--- config.mk ---
export PLATFORM = sky130hd
export DESIGN_NAME = lzwd_front
export DESIGN_NICKNAME = d
export VERILOG_FILES = /design/src/hdl/lzwd_pkg.sv /design/src/hdl/lzwd_front.sv
export SDC_FILE = /design/constraint.sdc
export NUM_CORES = 1
export LEC_CHECK = 0
export ABC_CLOCK_PERIOD_IN_PS = 6400
export BUFFER_PORTS_ARGS = -buffer_cell sky130_fd_sc_hd__buf_2
export CAP_MARGIN = 10
export CORE_MARGIN = 1
export CORE_UTILIZATION = 45
export CTS_BUF_LIST = sky130_fd_sc_hd__clkbuf_2 sky130_fd_sc_hd__clkbuf_4 sky130_fd_sc_hd__clkbuf_8
export CTS_CLUSTER_DIAMETER = 200
export DETAILED_ROUTE_END_ITERATION = 6
export PLACE_DENSITY = 0.66
export RECOVER_POWER = 25
export SYNTH_ARGS = -nofsm -noshare
export SYNTH_HDL_FRONTEND = slang
export SYNTH_SLANG_ARGS = --single-unit
--- constraint.sdc ---
create_clock -name clk -period 6.4 [get_ports clk]
set_input_delay 1.28 -clock clk [delete_from_list [all_inputs] [get_ports clk]]
set_output_delay 1.28 -clock clk [all_outputs]
set_load 0.1 [all_outputs]
--- src/hdl/lzwd_pkg.sv ---
// ----------------------------------------------------------------------------
// lzwd_pkg
// shared types and constants for the lzw code decoder
// ----------------------------------------------------------------------------
package lzwd_pkg;
  localparam int unsigned MAX_CODE_BITS_DEF = 12;
  localparam int unsigned STACK_DEPTH_DEF   = 64;
  localparam int unsigned CODE_W            = 12;
  localparam int unsigned BYTE_W            = 8;
  localparam int unsigned CW_W              = 4;
  localparam logic [CW_W-1:0] START_CW_RST  = 4'd9;
  localparam int unsigned LITERAL_LIMIT     = 256;

  // classified code handed from front to back
  typedef struct packed {
    logic              first;   // first code of the stream
    logic [CODE_W-1:0] code;
  } lzwd_cmd_t;
endpackage

--- src/hdl/lzwd_front.sv ---
// ----------------------------------------------------------------------------
// lzwd_front
// accepts codes, tracks width, drops widening codes, queues the rest
// ----------------------------------------------------------------------------
module lzwd_front
  import lzwd_pkg::*;
#(
  parameter int unsigned MAX_CODE_BITS = MAX_CODE_BITS_DEF
) (
  input  logic              clk,
  input  logic              rst_n,
  input  logic              cfg_we,
  input  logic [CW_W-1:0]   cfg_wdata,
  input  logic              in_valid,
  output logic              in_ready,
  input  logic [CODE_W-1:0] in_code,
  output logic              q_valid,
  input  logic              q_ready,
  output lzwd_cmd_t         q_cmd
);
  localparam int unsigned QD = 2;

  lzwd_cmd_t       q_mem_r [QD];
  logic            wp_r, rp_r;
  logic [1:0]      cnt_r;
  logic [CW_W-1:0] cw_r;
  logic            started_r;
  logic            acc, widen, push, pop;
  logic [16:0]     all_ones;

  assign in_ready = (cnt_r != 2'd2);
  assign acc      = in_valid && in_ready;
  assign all_ones = (17'd1 << cw_r) - 17'd1;
  assign widen    = started_r && ({5'd0, in_code} == all_ones);
  assign push     = acc && !widen;
  assign q_valid  = (cnt_r != 2'd0);
  assign pop      = q_valid && q_ready;
  assign q_cmd    = q_mem_r[rp_r];

  always_ff @(posedge clk) begin
    if (push) begin
      q_mem_r[wp_r] <= '{first: !started_r, code: in_code};
    end
    if (!rst_n) begin
      wp_r <= 1'b0; rp_r <= 1'b0; cnt_r <= '0;
      cw_r <= START_CW_RST; started_r <= 1'b0;
    end else begin
      if (push) wp_r <= ~wp_r;
      if (pop)  rp_r <= ~rp_r;
      cnt_r <= cnt_r + {1'b0, push} - {1'b0, pop};
      if (acc) started_r <= 1'b1;
      if (cfg_we && !started_r) cw_r <= cfg_wdata;
      else if (acc && widen && (32'(cw_r) < MAX_CODE_BITS)) cw_r <= cw_r + 4'd1;
    end
  end
endmodule

### After elaboration in Yosys (flattened, before gate mapping)

Memories as Yosys holds them, arrays and structs flattened. A register that Yosys moved wholly into a read port is not among the register bits.
Index checks and enable logic that the tools add are counted.

| word-level totals | value |
|---|---|
| bits in registers | 9 |
| bits in writable memories | 26 |
| bits of input ports | 21 |
| output and inout bits | 15 |
| logic and storage cells | 33 |
| memories kept | 1 |

Memory list:

| memory | depth | bits a word | rd ports | clocked after memory_dff | wr ports | line | RTL |
|---|---|---|---|---|---|---|---|
| q_mem_r | 2 | 13 | 1 | 1 | 1 | lzwd_front.sv:23 | `lzwd_cmd_t q_mem_r [QD];` |

| operators by class | value |
|---|---|
| add/sub/neg operators | 4 |
| order comparisons | 1 |
| eq/ne operators | 2 |
| shift operators | 1 |
| multiplexer cells | 6 |
| bitwise operators | 2 |
| reductions and logical operators | 11 |

Operator list:

| cell | number |
|---|---|
| $eq A12 B17 Y1 | 1 |
| $shl A1 B4 Y17 const A | 1 |
| $sub A17 B1 Y17 const B | 1 |
| $mux W4 | 2 |
| $logic_and A1 B1 Y1 | 7 |
| $add A4 B1 Y4 const B | 1 |
| $lt A4 B4 Y1 const B | 1 |
| $mux W1 | 4 |
| $reduce_bool A2 Y1 | 2 |
| $add A2 B1 Y2 | 1 |
| $logic_not A1 Y1 | 2 |
| $ne A2 B2 Y1 const B | 1 |
| $not A1 Y1 | 2 |
| $sub A2 B1 Y2 | 1 |

### Depth between registers and ports, before layout

| logic depth | value |
|---|---|
| depth in word-level cells | 8 |
| mapped depth | 19 |

### Worst setup path before layout

OpenSTA, ideal clock, no wires.

| timing path | value |
|---|---|
| path type | register to register |
| from | register cw_r[0] |
| to | memory q_mem_r[1][0] (netlist bit) (enable) |
| data arrival time | 3.392 ns |
| data required time | 6.018 ns |
| path slack | 2.626 ns |
| cell stages (with the launch flop) | 15 |
| buffers on the path | 2 |
| clock period less this slack | 3.774 ns |
| path through | dfxtp_1 inv_1 ha_1 buf_6 clkbuf_1 nand2_1 ha_1 or3b_2 or3_1 a21oi_1 a211o_1 nor4b_4 nor4b_2 a21o_2 nor2_1 |

| between the ends | value |
|---|---|
| longest elaborated chain between the ends | 8 |

Ends and longest elaborated chain:

| what | line | RTL |
|---|---|---|
| from (decl) | lzwd_front.sv:26 | `logic [CW_W-1:0] cw_r;` |
| from (signal assigned) | lzwd_front.sv:52 | `if (cfg_we && !started_r) cw_r <= cfg_wdata;` |
| from (signal assigned) | lzwd_front.sv:53 | `else if (acc && widen && (32'(cw_r) < MAX_CODE_BITS)) cw_r <= cw_r + 4'd1;` |
| $shl A1 B4 Y17 | lzwd_front.sv:33 | `assign all_ones = (17'd1 << cw_r) - 17'd1;` |
| $sub A17 B1 Y17 | lzwd_front.sv:33 |  |
| $eq A12 B17 Y1 | lzwd_front.sv:34 | `assign widen = started_r && ({5'd0, in_code} == all_ones);` |
| $logic_and A1 B1 Y1 | lzwd_front.sv:34 |  |
| $logic_not A1 Y1 | lzwd_front.sv:35 | `assign push = acc && !widen;` |
| $logic_and A1 B1 Y1 | lzwd_front.sv:35 |  |
| $mux W1 | lzwd_front.sv:41 | `if (push) begin` |
| $mux W1 (not written as such) | lzwd_front.sv:42 | `q_mem_r[wp_r] <= '{first: !started_r, code: in_code};` |
| to (decl) | lzwd_front.sv:23 |  |

Every way passes these cells.

### Worst setup path in the final report

| timing path | value |
|---|---|
| from | register cw_r[2] |
| to | memory q_mem_r[0][8] (netlist bit) (enable) |

The elaborated chain is that of the path after synthesis.

==> run metrics <==
register area share after synthesis 0.4245; Final nets 286; R2R setup slack 1.94 ns; Syn Nets 257; largest net degree at the start of global routing 29; cell breakdown of the critical path inv_1, ha_1, or4_1, xnor2_2, o311ai_1, a211o_1, nor4b_4, nor4b_2, a21o_2, nor2_1; post-synthesis instance total 227; CP Max Fanout 25; global route overflow 0; Yosys reg bits 36; Power Dens Cells 366.9 mW/mm²; final wirelength 4.632 mm; status complete, no violations; Seq pwr share 0.333; WP data required 6.31 ns; P&R area growth vs syn 12.40%; Die ar. 0.005426 mm²; Initial DRT Pass Iterations 4; Worst-path clk slew 0.08 ns; Post-CTS Resized 0; Peak supply drop 0.1569 mV; Setup crit end kind register; critical path's slowest cell dfxtp_1; Clock Skews 0.009514 ns; RSZ-0062 raised after global routing false; final core utilization 0.5392; Leak Pwr 0.9857 nW; global-route wire length before repair 7.452 mm; min-delay worst type register to register; worst slew pin tran 1.062 ns; postcts setup bufs 0; layout cell share with drive strength beyond 1 0.2296; Critical path origin cw_r[2]$_SDFFE_PN0P_; min-delay src wp_r$_SDFFE_PN0P_; average wire per standard cell 14.30 µm; Port Buffers 35; Hold Vio Cnt, Final 0; clock power share 0.181; DRC Markers 0; Core ar. 0.004817 mm²; Buf+Inv Stages, Crit Path 1; worst r2r dst q_mem_r[0][8]$_DFFE_PP_; number of global-route vias before repair 1551; crit path launch type register; asr flop ratio synth 0; post-route ant nets 0; Max Freq 0.2243 GHz; CTS Buf Count 5; CTS tree yes; die span in y 73.66 µm; Worst R2R Path Depth 10; Initial Util 0.4797; Switching Share 0.4804; crit path kind register to register; worst-skew pair later-pin latency 0.30 ns; clock root buffer clkbuf_8; RR Startpoint cw_r[2]$_SDFFE_PN0P_; Post-synth EDFFs 26; total internal power 0.0004952 W; I/O pin cnt 36; Mapped Area 0.002311 mm²; DRT iter0 DRCs 61; signal arrival time at the worst endpoint 4.37 ns; initial antenna violation count 0; H-Tree Depth 2; Main synth FF type edfxtp_1; critical path depth 10; Row Count 25; syn avg cell area 10.18 µm²; worst relative slew slack 0.2895; # diodes 0; final period utilization 0.6967; Period minus WS final 4.459 ns; Combinational Power Share 0.486; CTS Hold Bufs 0; Sink Count 36; slowest stage delay, CP 0.85 ns; # fillers 460; Setup Viol. Count Final 0; HPWL Detailed 3.350 mm; Max clock buf depth 2; vias per cell 5.500; library cells used by synthesis 57; via count 1782; setup TNS 0 ns; Max-Cap Viols 0; Worst Setup EP q_mem_r[0][8]$_DFFE_PP_; GP Congestion 0.9366; Top Family by Delay on Critical Path simple AND/OR/NAND/NOR gates; Total GRT Usage 0.1845; Die X 73.66 µm; Ys Warns 0; Final Max Tran Viols 0; Switch Pwr 0.0004579 W
## cells in the final DEF (no fill, tap or decap), types with 7 or more instances in the layout
| cell type | count |
|---|---|
| xnor2_1 | 8 |
| mux2_2 | 14 |
| a21oi_1 | 7 |
| dfxtp_1 | 10 |
| o21ai_0 | 13 |
| nand2_1 | 17 |
| edfxtp_1 | 26 |
| ha_1 | 9 |
| clkbuf_1 | 9 |
| buf_2 | 26 |
| inv_1 | 11 |
| nor2_1 | 14 |
## sequential cells by signal (all words and copies together) (netlist names), named ones only
register,flops
rp_r,1
started_r,1
q_mem_r,26
cnt_r,2
wp_r,1
cw_r,4
## routing by layer
metal	global-route usage	routed length, µm	vias up
met2	0.2875	2054	49
met5	0	0	-
li1	-	-	898
met4	0.07692	78	0
met3	0.03429	204	5
met1	0.2517	2295	830
## logic make-up (layout without fill, tap and decap cells)
family                     count (synthesis)  in the layout  share of synthesized area
and+or+nand+nor                           77             77                     0.1944
AOI/OAI and AO/OA                         48             48                     0.1446
DFF                                       36             36                     0.4245
buffers and inverters                     25             55                    0.04656
muxes                                     17             17                    0.08121
xor gates and xnor gates                  15             15                    0.06010
adders and majority gates                  9              9                    0.04873
## synthesized netlist by cell type, types with 2 or more instances
master    count  area, µm²
nor4b_1       2      17.52
or2_2         2      12.51
xnor2_1       8      70.07
inv_1        11      41.29
o311ai_1      2      17.52
buf_2         5      25.02
o21ai_0      13      65.06
nor3_1        6      30.03
a31oi_1       3      18.77
clkbuf_1      7      26.28
dfxtp_1      10      200.2
o31ai_1       4      30.03
nor2_1       14      52.55
a21oi_1       7      35.03
nand2b_1      6      37.54
nand3b_1      3      22.52
ha_1          9      112.6
nand2_1      17      63.81
nand3_1       4      20.02
xor2_1        6      52.55
or3_1         4      25.02
mux2_2       14      157.7
edfxtp_1     26      780.8
and3_1        2      12.51
mux2i_1       3      30.03
nor4_1        2      12.51
o211ai_1      2      15.01
o311a_1       2      20.02
and2_1        4      25.02
a211o_1       2      17.52
## metrics by stage
step | setup WS, ns | std cells | power (W) | hold slack [ns] | cell area, µm²
after floorplan | 2.626 | 227 | 0.0007161 | 0.4514 | 2311
after global placement | 2.132 | 316 | 0.0007832 | 0.4656 | 2511
after detailed placement | 1.955 | 316 | 0.0007870 | 0.4719 | 2511
after CTS | 1.942 | 324 | 0.0009589 | 0.4825 | 2609
after global routing | 1.663 | 324 | 0.0009971 | 0.4930 | 2597
final | 1.941 | 324 | 0.0009530 | 0.4820 | 2597
## worst register-to-register path: cells and delay by family (launching register included)
family | cells | cell delay (ns)
buf+inv | 1 | 0.21
simple gates | 4 | 1.73
flops | 1 | 0.85
fa+ha+maj | 1 | 0.39
compound gates | 3 | 0.71
xor+xnor | 1 | 0.18
## worst min-delay path by stage
stage | end | slack [ns] | cells past startpoint
6_report | wp_r$_SDFFE_PN0P_ | 0.48 | 2
5_1_grt | wp_r$_SDFFE_PN0P_ | 0.49 | 2
4_1_cts | wp_r$_SDFFE_PN0P_ | 0.48 | 2
3_5_place_dp | wp_r$_SDFFE_PN0P_ | 0.47 | 2
3_3_place_gp | wp_r$_SDFFE_PN0P_ | 0.47 | 2
2_1_floorplan | wp_r$_SDFFE_PN0P_ | 0.45 | 2
## power by group through the flow
stage | combinational (W) | sequential (W) | clock (W)
3_5_place_dp | 0.000464 | 0.000323 | 0
6_report | 0.000463 | 0.000317 | 0.000173
3_3_place_gp | 0.000461 | 0.000322 | 0
2_1_floorplan | 0.000409 | 0.000307 | 0
4_1_cts | 0.000466 | 0.000318 | 0.000175
5_1_grt | 0.000490 | 0.000322 | 0.000185
## layout make-up
cell class / instances / area, µm² / area share
Sequential cell: 36 / 980.9 / 0.3776
Clock buffer: 6 / 82.58 / 0.03179
Tap cell: 67 / 83.83 / 0.03227
Clock inverter: 2 / 15.01 / 0.005780
Timing Repair Buffer: 36 / 171.4 / 0.06599
Multi-Input combinational cell: 166 / 1222 / 0.4706
Inverter: 11 / 41.29 / 0.01590
(Power assumes the default switching activity.)
